--- src/rtl/u8d_pkg.sv ---
package u8d_pkg;

    // byte ranges used by the decoder
    localparam logic [7:0] LEAD2_LO   = 8'hC2;
    localparam logic [7:0] LEAD2_HI   = 8'hDF;
    localparam logic [7:0] LEAD3_LO   = 8'hE0;
    localparam logic [7:0] LEAD3_HI   = 8'hEF;
    localparam logic [7:0] LEAD4_LO   = 8'hF0;
    localparam logic [7:0] LEAD4_HI   = 8'hF4;
    localparam logic [7:0] LEAD_E0    = 8'hE0;
    localparam logic [7:0] LEAD_ED    = 8'hED;
    localparam logic [7:0] LEAD_F0    = 8'hF0;
    localparam logic [7:0] LEAD_F4    = 8'hF4;
    localparam logic [7:0] CONT_LO    = 8'h80;
    localparam logic [7:0] CONT_HI    = 8'hBF;
    localparam logic [7:0] CONT_E0_LO = 8'hA0;
    localparam logic [7:0] CONT_ED_HI = 8'h9F;
    localparam logic [7:0] CONT_F0_LO = 8'h90;
    localparam logic [7:0] CONT_F4_HI = 8'h8F;

    localparam int HELD_DEPTH = 3;

    // input request
    typedef struct packed {
        logic [7:0] in_byte;
        logic       text_end;
    } u8d_in_t;

    // output request
    typedef struct packed {
        logic [20:0] code_point;
        logic        bad_byte;
        logic        run_last;
        logic        text_done;
    } u8d_out_t;

    // pending sequence state
    typedef struct packed {
        logic [HELD_DEPTH-1:0][7:0] held;
        logic [1:0]                 cnt;
        logic [2:0]                 len;
    } u8d_state_t;

    // all results of one input byte: held bytes as errors, then at most one final result
    typedef struct packed {
        logic [HELD_DEPTH-1:0][7:0] held;
        logic [1:0]                 n_flush;
        logic                       fin_valid;
        logic [20:0]                fin_cp;
        logic                       fin_bad;
        logic                       text_end;
        logic [2:0]                 count;
    } u8d_burst_t;

    // sequence length implied by a lead byte, zero when not a legal lead
    function automatic logic [2:0] lead_len(input logic [7:0] b);
        logic [2:0] len;
        len = 3'd0;
        if (b >= LEAD2_LO && b <= LEAD2_HI)
            len = 3'd2;
        else if (b >= LEAD3_LO && b <= LEAD3_HI)
            len = 3'd3;
        else if (b >= LEAD4_LO && b <= LEAD4_HI)
            len = 3'd4;
        return len;
    endfunction

    // legal continuation range, narrowed on the second byte for some leads
    function automatic logic cont_ok(input logic [7:0] lead, input logic [1:0] pos,
                                     input logic [7:0] b);
        logic [7:0] lo;
        logic [7:0] hi;
        lo = CONT_LO;
        hi = CONT_HI;
        if (pos == 2'd1)
        begin
            if (lead == LEAD_E0)
                lo = CONT_E0_LO;
            else if (lead == LEAD_ED)
                hi = CONT_ED_HI;
            else if (lead == LEAD_F0)
                lo = CONT_F0_LO;
            else if (lead == LEAD_F4)
                hi = CONT_F4_HI;
        end
        return (b >= lo) && (b <= hi);
    endfunction

endpackage

--- src/rtl/u8d_decode.sv ---
module u8d_decode (
    input  u8d_pkg::u8d_state_t st,
    input  u8d_pkg::u8d_in_t    item,
    output u8d_pkg::u8d_state_t st_next,
    output u8d_pkg::u8d_burst_t burst
);
    import u8d_pkg::*;

    logic [7:0]  b;
    logic        start;
    logic [2:0]  ll;
    logic [20:0] assembled;

    assign b = item.in_byte;

    // code point of a sequence completed by the current byte
    always_comb
    begin
        case (st.len)
            3'd2:    assembled = {10'd0, st.held[0][4:0], b[5:0]};
            3'd3:    assembled = {5'd0, st.held[0][3:0], st.held[1][5:0], b[5:0]};
            default: assembled = {st.held[0][2:0], st.held[1][5:0], st.held[2][5:0],
                                  b[5:0]};
        endcase
    end

    // one pass over the held sequence and the new byte
    always_comb
    begin
        st_next         = st;
        start           = 1'b0;
        ll              = lead_len(b);
        burst.held      = st.held;
        burst.n_flush   = 2'd0;
        burst.fin_valid = 1'b0;
        burst.fin_cp    = {13'd0, b};
        burst.fin_bad   = 1'b0;
        burst.text_end  = item.text_end;

        if (st.cnt == 2'd0)
            start = 1'b1;
        else if (cont_ok(st.held[0], st.cnt, b))
        begin
            if ({1'b0, st.cnt} + 3'd1 == st.len)
            begin
                // sequence complete
                burst.fin_valid = 1'b1;
                burst.fin_cp    = assembled;
                st_next.cnt     = 2'd0;
                st_next.len     = 3'd0;
            end
            else if (item.text_end)
            begin
                // text ends inside a sequence
                burst.n_flush   = st.cnt;
                burst.fin_valid = 1'b1;
                burst.fin_bad   = 1'b1;
                st_next.cnt     = 2'd0;
                st_next.len     = 3'd0;
            end
            else
            begin
                st_next.held[st.cnt] = b;
                st_next.cnt          = st.cnt + 2'd1;
            end
        end
        else
        begin
            // broken sequence: held bytes go out as errors, byte starts over
            burst.n_flush = st.cnt;
            start         = 1'b1;
        end

        if (start)
        begin
            st_next.cnt = 2'd0;
            st_next.len = 3'd0;
            if (!b[7])
                burst.fin_valid = 1'b1;
            else if (ll == 3'd0 || item.text_end)
            begin
                burst.fin_valid = 1'b1;
                burst.fin_bad   = 1'b1;
            end
            else
            begin
                st_next.held[0] = b;
                st_next.cnt     = 2'd1;
                st_next.len     = ll;
            end
        end

        burst.count = {1'b0, burst.n_flush} + {2'd0, burst.fin_valid};
    end

endmodule

--- src/rtl/utf8_byte_decoder_top.sv ---
// utf8 byte decoder
// byte channel: byte_valid / byte_stall / byte_data carry one text byte per request,
// with text_end set on the last byte of a text.
// cp channel: cp_valid / cp_stall / cp_data carry one result per request: a code
// point, or a lone bad byte with bad_byte set. run_last marks the last result of an
// input byte, text_done the last result of the text.
// a byte is captured in an input register and then decoded into 0 to 4 results, which
// land in a result register and leave one per cycle while cp_stall is low.
// the first result of a byte passes the input register, then the result register,
// before it is on cp_data. throughput: one byte per cycle while each byte gives at
// most one result and cp_stall is low; a byte that gives several results holds the
// result register until its last result is taken, which sets the rate in error bursts.
// when cp_stall is high the current result holds; one more byte is still taken, if
// the input register is empty, then byte_stall rises until the result register drains.
// reset (rst_n low, asynchronous) empties both registers and drops any partial
// sequence; no clearing pass is needed.
module utf8_byte_decoder_top (
    input  logic              clk,
    input  logic              rst_n,
    input  logic              byte_valid,
    output logic              byte_stall,
    input  u8d_pkg::u8d_in_t  byte_data,
    output logic              cp_valid,
    input  logic              cp_stall,
    output u8d_pkg::u8d_out_t cp_data
);
    import u8d_pkg::*;

    logic                       in_valid_reg;
    u8d_in_t                    in_item_reg;
    logic [HELD_DEPTH-1:0][7:0] held_reg;
    logic [1:0]                 cnt_reg;
    logic [2:0]                 len_reg;
    u8d_burst_t                 burst_reg;
    logic [2:0]                 burst_len_reg;
    logic [1:0]                 burst_idx_reg;

    u8d_state_t                 st;
    u8d_state_t                 st_next;
    u8d_burst_t                 burst_next;
    logic                       out_take;
    logic                       out_last;
    logic                       advance;
    logic                       in_take;

    assign st.held = held_reg;
    assign st.cnt  = cnt_reg;
    assign st.len  = len_reg;

    u8d_decode u_decode (
        .st      (st),
        .item    (in_item_reg),
        .st_next (st_next),
        .burst   (burst_next)
    );

    // handshake
    assign cp_valid   = (burst_len_reg != 3'd0);
    assign out_take   = cp_valid && !cp_stall;
    assign out_last   = ({1'b0, burst_idx_reg} == burst_len_reg - 3'd1);
    assign advance    = in_valid_reg && (!cp_valid || (out_take && out_last));
    assign byte_stall = in_valid_reg && !advance;
    assign in_take    = byte_valid && !byte_stall;

    // result selection from the result register
    always_comb
    begin
        if ({1'b0, burst_idx_reg} < {1'b0, burst_reg.n_flush})
        begin
            cp_data.code_point = {13'd0, burst_reg.held[burst_idx_reg]};
            cp_data.bad_byte   = 1'b1;
        end
        else
        begin
            cp_data.code_point = burst_reg.fin_cp;
            cp_data.bad_byte   = burst_reg.fin_bad;
        end
        cp_data.run_last  = out_last;
        cp_data.text_done = out_last && burst_reg.text_end;
    end

    // input register
    always_ff @(posedge clk or negedge rst_n)
    begin
        if (!rst_n)
            in_valid_reg <= 1'b0;
        else if (in_take)
            in_valid_reg <= 1'b1;
        else if (advance)
            in_valid_reg <= 1'b0;
    end

    always_ff @(posedge clk)
    begin
        if (in_take)
            in_item_reg <= byte_data;
    end

    // sequence state
    always_ff @(posedge clk or negedge rst_n)
    begin
        if (!rst_n)
        begin
            cnt_reg <= 2'd0;
            len_reg <= 3'd0;
        end
        else if (advance)
        begin
            cnt_reg <= st_next.cnt;
            len_reg <= st_next.len;
        end
    end

    always_ff @(posedge clk)
    begin
        if (advance)
            held_reg <= st_next.held;
    end

    // result register control
    always_ff @(posedge clk or negedge rst_n)
    begin
        if (!rst_n)
        begin
            burst_len_reg <= 3'd0;
            burst_idx_reg <= 2'd0;
        end
        else if (advance)
        begin
            burst_len_reg <= burst_next.count;
            burst_idx_reg <= 2'd0;
        end
        else if (out_take)
        begin
            if (out_last)
                burst_len_reg <= 3'd0;
            else
                burst_idx_reg <= burst_idx_reg + 2'd1;
        end
    end

    always_ff @(posedge clk)
    begin
        if (advance)
            burst_reg <= burst_next;
    end

endmodule

--- config.mk ---
export PLATFORM = sky130hd
export DESIGN_NAME = utf8_byte_decoder_top
export DESIGN_NICKNAME = d
export VERILOG_FILES = /design/src/rtl/u8d_pkg.sv /design/src/rtl/u8d_decode.sv /design/src/rtl/utf8_byte_decoder_top.sv
export SDC_FILE = /design/constraint.sdc
export NUM_CORES = 1
export LEC_CHECK = 0
export ABC_AREA = 1
export ABC_CLOCK_PERIOD_IN_PS = 2700
export BUFFER_PORTS_ARGS = -buffer_cell sky130_fd_sc_hd__buf_2
export CAP_MARGIN = 10
export CORE_UTILIZATION = 40
export DETAILED_ROUTE_END_ITERATION = 6
export HOLD_SLACK_MARGIN = 0.1
export MAX_ROUTING_LAYER = met4
export SLEW_MARGIN = 20
export SYNTH_ARGS = -nofsm -noshare
export SYNTH_HDL_FRONTEND = slang
export SYNTH_SLANG_ARGS = --single-unit
--- constraint.sdc ---
create_clock -name clk -period 2.7 [get_ports clk]
set_input_delay 0.405 -clock clk [delete_from_list [all_inputs] [get_ports clk]]
set_output_delay 0.405 -clock clk [all_outputs]
set_load 0.03 [all_outputs]
### Yosys cells after proc, flatten, opt, wreduce, memory -nomap -nowiden

Index checks and enable logic that the tools add are counted.

* equality and inequality tests: 11
* shift-type cells: 0
* reduce and logical (&&, ||, !) cells: 31
* bitwise gates (word level): 4
* muxes and demuxes: 56
* add/sub/neg operators: 5
* $lt $le $gt $ge: 12
* $mul: 0
* div/mod/pow operators: 0

Operator list (count)
* $mux 8: 13
* $mux 13: 5
* $pmux 21 s2: 1
* $eq 8x8->1 const B: 4
* $mux 25: 1
* $bwmux 24: 1
* $ge 8x8->1 const B: 3
* $le 8x8->1 const B: 3
* $mux 3: 8
* $mux 23: 1
* $mux 22: 1
* $mux 21: 1
* $bmux 8 s2: 1
* $demux 8 s2: 1
* $mux 1: 13
* $mux 2: 6
* $logic_and 1x1->1: 11
* $mux 5: 2
* $ge 8x8->1: 1
* $le 8x8->1: 1
* $reduce_bool 2->1: 4
* $eq 3x2->1 const B: 2
* $lt 2x3->1 const B: 2
* $mux 6: 1
* 21 further kinds: 32

* bits in registers: 93
* latch bits: 0
* memories kept: 0
* output and inout port bits: 26
* RAM bits: 0
* bits in read-only memories: 0
* bits of input ports: 13
* word-level logic and storage cells: 137

### Longest topological paths before layout

Gate-level depths: netlist of the first run.

* depth in word-level cells: 16
* mapped depth: 19
* gate-level depth less buffers: 19

### Hierarchy

From an unflattened synthesis of the first run, not the netlist that was laid out.

* cell total of the unflattened synthesis: 665
* area total of the unflattened synthesis: 5449.0 µm²

Modules (own cells, without submodules)
* utf8_byte_decoder_top: cells each 249, area each 3467.1 µm², instances 1, seq. area each 2737.6 µm²
* u8d_decode: cells each 416, area each 1981.9 µm², instances 1, seq. area each 0.0 µm²

### Least setup slack after synthesis of the first run

OpenSTA, ideal clock, no wires.

* path type: reg-to-reg
* start: register held_reg[1] (netlist bit)
* end: register held_reg[16] (netlist bit) (enable)
* stages on the path, launching flop included: 16
* arrival: 2.311 ns
* setup time: 0.371 ns
* clock period less this slack: 2.682 ns
* path buffers: 0
* slack: 0.018 ns
* data required time: 2.329 ns
* path through: edfxtp_1 > nor3_1 > nand2_1 > inv_1 > nand2_1 > nand2_1 > a21oi_1 > ha_1 > nand2_1 > nor2_1 > nand2_1 > nand3_1 > nand3_2 > nor2_2 > nand2_2 > nor2_1

* word-level cells in the longest chain between the ends: 10
* elaborated cells between the ends (all ways): 19
* those cells by class: 2 x order compare; 4 x eq/ne; 11 x mux; 2 x reduce/logical

RTL lines
* start: declaration: line utf8_byte_decoder_top.sv:31 `logic [HELD_DEPTH-1:0][7:0] held_reg;`
* start signal: assignment: line utf8_byte_decoder_top.sv:117 `held_reg <= st_next.held;`
* $eq 8x8->1: line u8d_pkg.sv:83 `else if (lead == LEAD_F4)`
* $mux 6: line u8d_pkg.sv:83
* $mux 8: line u8d_pkg.sv:81 `else if (lead == LEAD_F0)`
* $mux 8: line u8d_pkg.sv:79 `else if (lead == LEAD_ED)`
* $mux 8: line u8d_pkg.sv:77 `if (lead == LEAD_E0)`
* $mux 8: line u8d_pkg.sv:75 `if (pos == 2'd1)`
* $mux 8: line u8d_decode.sv:40 `if (st.cnt == 2'd0)`
* $le 8x8->1: line u8d_pkg.sv:86 `return (b >= lo) && (b <= hi);`
* $logic_and 1x1->1 *: line u8d_pkg.sv:86
* $reduce_and 5->1 (no source line) *

Mark *: on every way between the ends. The rest lies on a longest branch, timed or not. The select of a mux whose other input is x is not followed.
A chain may end at the register's enable or synchronous reset.

==> results.ini, run 1 <==
[status]
run_status=completed

[place]
port-buffer-count=38
dpl-instance-area_sq_um=4860
placement.setup.worst_slack_ns=0.0699
post_detailed_placement_half_perimeter_wirelength_um=6730
globalplace.congestion=0.929

[final_layout]
antenna_diode_count=0
finalNetCount=527
sequential_cell_area_sq_um=2740
multi_input_area_sq_um=1480
fillCellCount=989
drive_above_1_share_pct=22.9
final_design_area_no_fill_sq_um=5180
synthToLayoutAreaGrowth_pct=17.6
largest_register_ffs=49

[critical_path]
critical_path_peak_fanout=4
r2r_cells=18
setup.worst_path.start_class=register
critical_path_class=register to register
setup.worst_path.end_class=register
worst-endpoint-required_ns=2.99
arrival_ns=2.87

[logic_synthesis]
yosys_reg_bits=93
synth-warning-count=0
ys_types=31
synth_adder_area_share_pct=3.69
synth_xor_xnor_area_share_pct=0.398
avgSynthCellArea_sq_um=10.1
synth_simple_gate_area_share_pct=20.9
synth_fp_nets=464
synth.top_cells.by_area=sky130_fd_sc_hd__edfxtp_1 (56%), sky130_fd_sc_hd__nand2_1 (6.8%), sky130_fd_sc_hd__nor2_1 (6.4%), sky130_fd_sc_hd__dfrtp_1 (6.3%), sky130_fd_sc_hd__inv_1 (4.5%)
yosysSeqAreaShare_pct=62.2
synth_largest_type_area_fraction_pct=55.9
syn-cell-area_sq_um=4400
post-synth-top-area-cell=sky130_fd_sc_hd__edfxtp_1
yosys-mux-area-fraction_pct=0
synthesis.instances=438
synth_top_family_by_area=simple AND/OR/NAND/NOR gates
synth-compound-area-share_pct=6.59

[clock_tree]
clock_sink_count=93
cts_root_buf=sky130_fd_sc_hd__clkbuf_8
h_tree_levels=3
cts_max_path_buffers=2
cts_buffers=9
clk_transition_reported_paths_ns=0.09
cts_tree=built
worstSkewPairLatency_ns=0.37

[floorplan]
floorplan.die_area_sq_um=11400
rows=37
core_region_area_sq_um=10500
floorplan.initialDensity_pct=41.9
die_y_um=107
die_width_um=107
i_o_pin_count=39

[global_routing]
grt_pass1_vias=2946
grt_start_max_net_pins=60
grt_pass1_wl_um=15300
grt_usage_pct=18.5
gr-total-overflow=0
number_of_antenna_violations_at_the_first_check_in_global_routing=0

[timing]
fin_crit_period_ns=2.57
final_min_period_over_clock_period_pct=95.3
fin_ws_ns=0.126
worst_margin_pin_slew_ns=0.580
finalHoldViolCount=0
finClkSkew_ns=0.0142
slew_headroom_pct=61.2
finalMaxSlewViolations=0
setup_viol=0
max_freq_ghz=0.389

[drt]
drt_iter0_drc=170
routed_via_density=4.91
postRouteWirelength_um=9680
detail_route.wl_per_cell_um=15.1
drtAntennaViolNets=0
dr.pass1.iters=5
drc_errors=0
vias=3151

[worst_hold_path]
min_delay_path_depth=1
hp-class=input port to register

[pwr]
vdd_ir_drop_max_mv=0.246
power.static_leakage_uw=0.00212
power_density_nw_per_um2=581
p_total_uw=3010

[flow_run]
timing.max_cap.violations=0

[per-layer routing]
layer / GRT usage (%) / share of wire, % / vias to the layer above
met1: 24.6 / 46 / 1455
met5: - / 0 / -
met2: 29.0 / 47 / 104
met4: 5.38 / 1.5 / 0
met3: 3.65 / 6.0 / 11
li1: - / - / 1581
[layout by cell type, fill, tap and decap left out, types with 2 or more instances in the layout]
cell	synthesis	routed
sky130_fd_sc_hd__inv_2	4	7
sky130_fd_sc_hd__ha_4	0	3
sky130_fd_sc_hd__inv_6	0	2
sky130_fd_sc_hd__nor2_2	5	6
sky130_fd_sc_hd__xnor2_1	2	2
sky130_fd_sc_hd__ha_1	13	10
sky130_fd_sc_hd__edfxtp_1	82	82
sky130_fd_sc_hd__dfrtp_1	11	11
sky130_fd_sc_hd__nand3_2	2	5
sky130_fd_sc_hd__or2_2	3	3
sky130_fd_sc_hd__clkinvlp_4	0	3
sky130_fd_sc_hd__buf_2	1	38
sky130_fd_sc_hd__nand2_2	4	6
sky130_fd_sc_hd__inv_1	53	50
sky130_fd_sc_hd__o21ai_0	17	17
sky130_fd_sc_hd__clkbuf_8	0	9
sky130_fd_sc_hd__nand3_1	29	26
sky130_fd_sc_hd__nand4_1	3	3
sky130_fd_sc_hd__o21ai_1	3	3
sky130_fd_sc_hd__nor2_4	2	3
sky130_fd_sc_hd__nor2_1	75	73
sky130_fd_sc_hd__nand2_1	80	78
sky130_fd_sc_hd__a21oi_2	1	3
sky130_fd_sc_hd__nor3_1	5	3
sky130_fd_sc_hd__buf_4	2	20
sky130_fd_sc_hd__a22oi_1	3	3
sky130_fd_sc_hd__nor3_2	0	2
sky130_fd_sc_hd__a21oi_1	28	26
[Yosys cell counts]
library cell,instances
sky130_fd_sc_hd__a21boi_4,1
sky130_fd_sc_hd__a21oi_1,28
sky130_fd_sc_hd__a21oi_2,1
sky130_fd_sc_hd__a22oi_1,3
sky130_fd_sc_hd__buf_1,1
sky130_fd_sc_hd__buf_2,1
sky130_fd_sc_hd__buf_4,2
sky130_fd_sc_hd__buf_6,2
sky130_fd_sc_hd__clkbuf_1,2
sky130_fd_sc_hd__dfrtp_1,11
sky130_fd_sc_hd__edfxtp_1,82
sky130_fd_sc_hd__ha_1,13
sky130_fd_sc_hd__inv_1,53
sky130_fd_sc_hd__inv_2,4
sky130_fd_sc_hd__inv_4,1
sky130_fd_sc_hd__nand2_1,80
sky130_fd_sc_hd__nand2_2,4
sky130_fd_sc_hd__nand3_1,29
sky130_fd_sc_hd__nand3_2,2
sky130_fd_sc_hd__nand3_4,1
sky130_fd_sc_hd__nand3b_1,1
sky130_fd_sc_hd__nand4_1,3
sky130_fd_sc_hd__nor2_1,75
sky130_fd_sc_hd__nor2_2,5
sky130_fd_sc_hd__nor2_4,2
sky130_fd_sc_hd__nor3_1,5
sky130_fd_sc_hd__nor3b_1,1
sky130_fd_sc_hd__o21ai_0,17
sky130_fd_sc_hd__o21ai_1,3
sky130_fd_sc_hd__or2_2,3
sky130_fd_sc_hd__xnor2_1,2
[repair_timing]
item,CTS,global route
endpoints found under the hold margin,11,0
endpoints found under the setup margin,0,21
resized for setup,0,18
hold buffers,1,0
setup buffers,0,4
[critical path: stages (launching register included)]
cell	delay (ns)
sky130_fd_sc_hd__edfxtp_1	0.42
sky130_fd_sc_hd__nor3_2	0.23
sky130_fd_sc_hd__nand2_1	0.12
sky130_fd_sc_hd__buf_4	0.16
sky130_fd_sc_hd__nor3_2	0.16
sky130_fd_sc_hd__ha_1	0.15
sky130_fd_sc_hd__inv_1	0.04
sky130_fd_sc_hd__nor2_1	0.07
sky130_fd_sc_hd__nand2_1	0.06
sky130_fd_sc_hd__nor2_1	0.10
sky130_fd_sc_hd__nor2_1	0.06
sky130_fd_sc_hd__nor2_2	0.20
sky130_fd_sc_hd__nand2_2	0.10
sky130_fd_sc_hd__nand3_2	0.07
sky130_fd_sc_hd__inv_2	0.05
sky130_fd_sc_hd__ha_4	0.16
sky130_fd_sc_hd__ha_4	0.25
sky130_fd_sc_hd__nand2_1	0.04
sky130_fd_sc_hd__o21ai_1	0.09
[per-stage QoR]
stage	util (%)	hold WS, ns	TNS (ns)	std cells
after detailed placement	46.3	0.300	0	622
final	49.3	0.211	0	642
after global placement	46.3	0.296	0	622
after floorplan	-	0.109	0	438
after CTS	48.3	0.187	0	639
after global routing	49.3	0.182	-0.105	642
[area by class of cell]
type	instances	share of cell area [%]
clock buffer	9	2.39
clock inverter	7	1.57
tap	136	3.29
timing repair buffer	60	7.15
inverter	58	4.25
sequential	93	52.9
multi-input combinational	279	28.5
[where the power goes]
group,leakage (uW),internal [uW],switching [uW]
logic,0.00114,139,313
clock network,0.0000944,441,530
registers,0.000892,1560,24.5
total,0.00212,2140,868
[final timing paths]
| path | start | end | slack, ns |
|---|---|---|---|
| max | held_reg[3]$_DFFE_PP_ | burst_len_reg[1]$_DFFE_PN0P_ | 0.13 |
| min reg2reg | held_reg[15]$_DFFE_PP_ | burst_reg[44]$_DFFE_PP_ | 0.42 |
| min | byte_data[6] | in_item_reg[6]$_DFFE_PP_ | 0.21 |
| min in group asynchronous | rst_n | burst_idx_reg[0]$_DFFE_PN0P_ | 0.45 |
| max in group asynchronous | rst_n | cnt_reg[0]$_DFFE_PN0P_ | 2.03 |
| max reg2reg | held_reg[3]$_DFFE_PP_ | burst_len_reg[1]$_DFFE_PN0P_ | 0.13 |
[logic make-up (layout without fill, tap and decap cells)]
| group | Yosys count | after routing |
|---|---|---|
| xor+xnor | 2 | 2 |
| buf+inv | 66 | 134 |
| fa+ha+maj | 13 | 13 |
| flops | 93 | 93 |
| compound gates | 53 | 53 |
| simple gates | 211 | 211 |
(Power assumes the default switching activity.)
==> run 2, diff against run 1 <==
GPL_TIMING_DRIVEN = 0   (was not set)
==> run 2 against run 1 <==
  * The run now ends with negative setup slack left
  * Critical path type unchanged
  * Final cell count rose by 0.16%
  * Worst hold slack got worse by 0.00052 ns
  * Count of clock-buffer cells in the layout did not move
  * Sequential share of layout area fell by 0.92 points
  * Critical endpoint unchanged
==> results.ini, run 2 (synthesized netlist as in run 1, its figures left out) <==
[final_layout]
layout.core_utilization_pct=50.2
mostFrequentLayoutCells=sky130_fd_sc_hd__edfxtp_1 (82), sky130_fd_sc_hd__nand2_1 (75), sky130_fd_sc_hd__nor2_1 (67)
final-instance-count-excl-fill=643
layout.cells.most_common=sky130_fd_sc_hd__edfxtp_1
antenna_diode_count=0
drive_above_1_share_pct=24.5
finalNetCount=528
synthToLayoutAreaGrowth_pct=19.8
largest_register_ffs=49

[timing]
max_freq_ghz=0.370
rsz0062_at_grt=true
finClkSkew_ns=0.0138
setup_viol=1
final_min_period_over_clock_period_pct=100
fin_ws_ns=-0.00267
slew_headroom_pct=60.2
finalMaxSlewViolations=0
finalHoldWorstSlack_ns=0.210
finalHoldViolCount=0
fin_crit_period_ns=2.70
worst_margin_pin_slew_ns=0.597

[drt]
postRouteWirelength_um=9670
dr.pass1.iters=6
drc_errors=0
drtAntennaViolNets=0
vias=3158
drt_iter0_drc=157
routed_via_density=4.91
detail_route.wl_per_cell_um=15.0

[pwr]
p_total_uw=3070
power_density_nw_per_um2=581
power.static_leakage_uw=0.00214
vdd_ir_drop_max_mv=0.240

[place]
inst_count_dp=612
post_detailed_placement_half_perimeter_wirelength_um=6490
globalplace.congestion=0.834
port-buffer-count=38

[critical_path]
cpMostUsedCell=sky130_fd_sc_hd__nand2_1
setup.worst_path.start_class=register
critical_path_class=register to register
crit_chain=nor3_2 > nand2_1 > inv_2 > nand2_1 > nand2_1 > a21oi_2 > ha_1 > nand2_2 > nand2_2 > nand2_2 > a21oi_2 > nor2_2 > nand2_1 > nand3_1 > inv_2 > ha_4 > ha_4 > nand2_1 > o21ai_1
worst-endpoint-required_ns=2.99
crit_path_max_cell_delay_ns=0.48
setup.worst_path.end_class=register
critical_path.slowest_cell=sky130_fd_sc_hd__edfxtp_1
critical_path_peak_fanout=3
arrival_ns=2.99

[clock_tree]
h_tree_levels=3
cts_buffers=9
clock_sink_count=93
cts_tree=built
cts_root_buf=sky130_fd_sc_hd__clkbuf_8
cts_max_path_buffers=2
worstSkewPairLatency_ns=0.37
clk_transition_reported_paths_ns=0.10

[global_routing]
number_of_antenna_violations_at_the_first_check_in_global_routing=0
grt_usage_pct=18.4
gr-total-overflow=0
grt_pass1_wl_um=15200
grt_pass1_vias=2822
grt_start_max_net_pins=67

[floorplan]
die_width_um=107
floorplan.die_area_sq_um=11400
i_o_pin_count=39
rows=37
die_y_um=107
core_region_area_sq_um=10500
floorplan.initialDensity_pct=41.9

[status]
violations=negative setup slack
run_status=complete, but fails checks

[worst_hold_path]
hp-class=input port to register

[flow_run]
timing.max_cap.violations=0

[run 2: per-layer routing]
layer | global-route usage [%] | up-vias | wire (um) | part of all wire (%)
li1 | - | 1591 | - | -
met3 | 2.74 | 10 | 436 | 4.5
met5 | - | - | 0 | 0
met2 | 28.3 | 81 | 4580 | 47
met4 | 6.65 | 0 | 145 | 1.5
met1 | 24.9 | 1476 | 4510 | 47
[run 2: area by class of cell]
class	count	area, sq um
buffer	8	57.6
clock buffer	9	124
clock inverter	7	91.3
fill	982	5240
inverter	58	220
multi-input combinational	279	1540
sequential	93	2740
tap	136	170
timing repair buffer	53	334
[run 2: final timing paths]
kind,start,to,slack [ns],cells past startpoint
min,byte_data[3],in_item_reg[3]$_DFFE_PP_,0.21,1
max in group asynchronous,rst_n,cnt_reg[0]$_DFFE_PN0P_,2.03,2
max,held_reg[1]$_DFFE_PP_,burst_len_reg[1]$_DFFE_PN0P_,-0.003,19
max reg2reg,held_reg[1]$_DFFE_PP_,burst_len_reg[1]$_DFFE_PN0P_,-0.003,19
min reg2reg,held_reg[15]$_DFFE_PP_,burst_reg[44]$_DFFE_PP_,0.43,0
min in group asynchronous,rst_n,burst_idx_reg[1]$_DFFE_PN0P_,0.43,2
[run 2: worst max-delay path: cells and delay by family (launching register included)]
| kind | cells | cell delay [ns] |
|---|---|---|
| adders and majority gates | 3 | 0.73 |
| buffers and inverters | 2 | 0.12 |
| DFF | 1 | 0.48 |
| and+or+nand+nor | 11 | 1.11 |
| AOI/OAI and AO/OA | 3 | 0.19 |
[run 2: repair_timing]
item | in CTS | in global routing
pin swaps | 3 | 14
endpoints found under the hold margin | 11 | 0
gates resized for setup | 9 | 29
setup buffers | 5 | 9
endpoints found under the setup margin | 26 | 49
hold buffers | 1 | 0
[run 2: report_power, final]
| part | internal (uW) | switching (uW) | total (uW) |
|---|---|---|---|
| sequential | 1560 | 17.9 | 1580 |
| clock | 451 | 555 | 1010 |
| combinational | 140 | 340 | 480 |
| total | 2150 | 913 | 3070 |
[run 2: stage by stage]
step	setup TNS (ns)	cell area, sq um	setup WS (ns)
6_report	-0.00267	5270	-0.00267
5_1_grt	-2.23	5270	-0.151
4_1_cts	0	5070	0.00668
3_3_place_gp	-9.30	4760	-0.565
3_5_place_dp	-11.21	4760	-0.672
2_1_floorplan	0	4400	0.0182
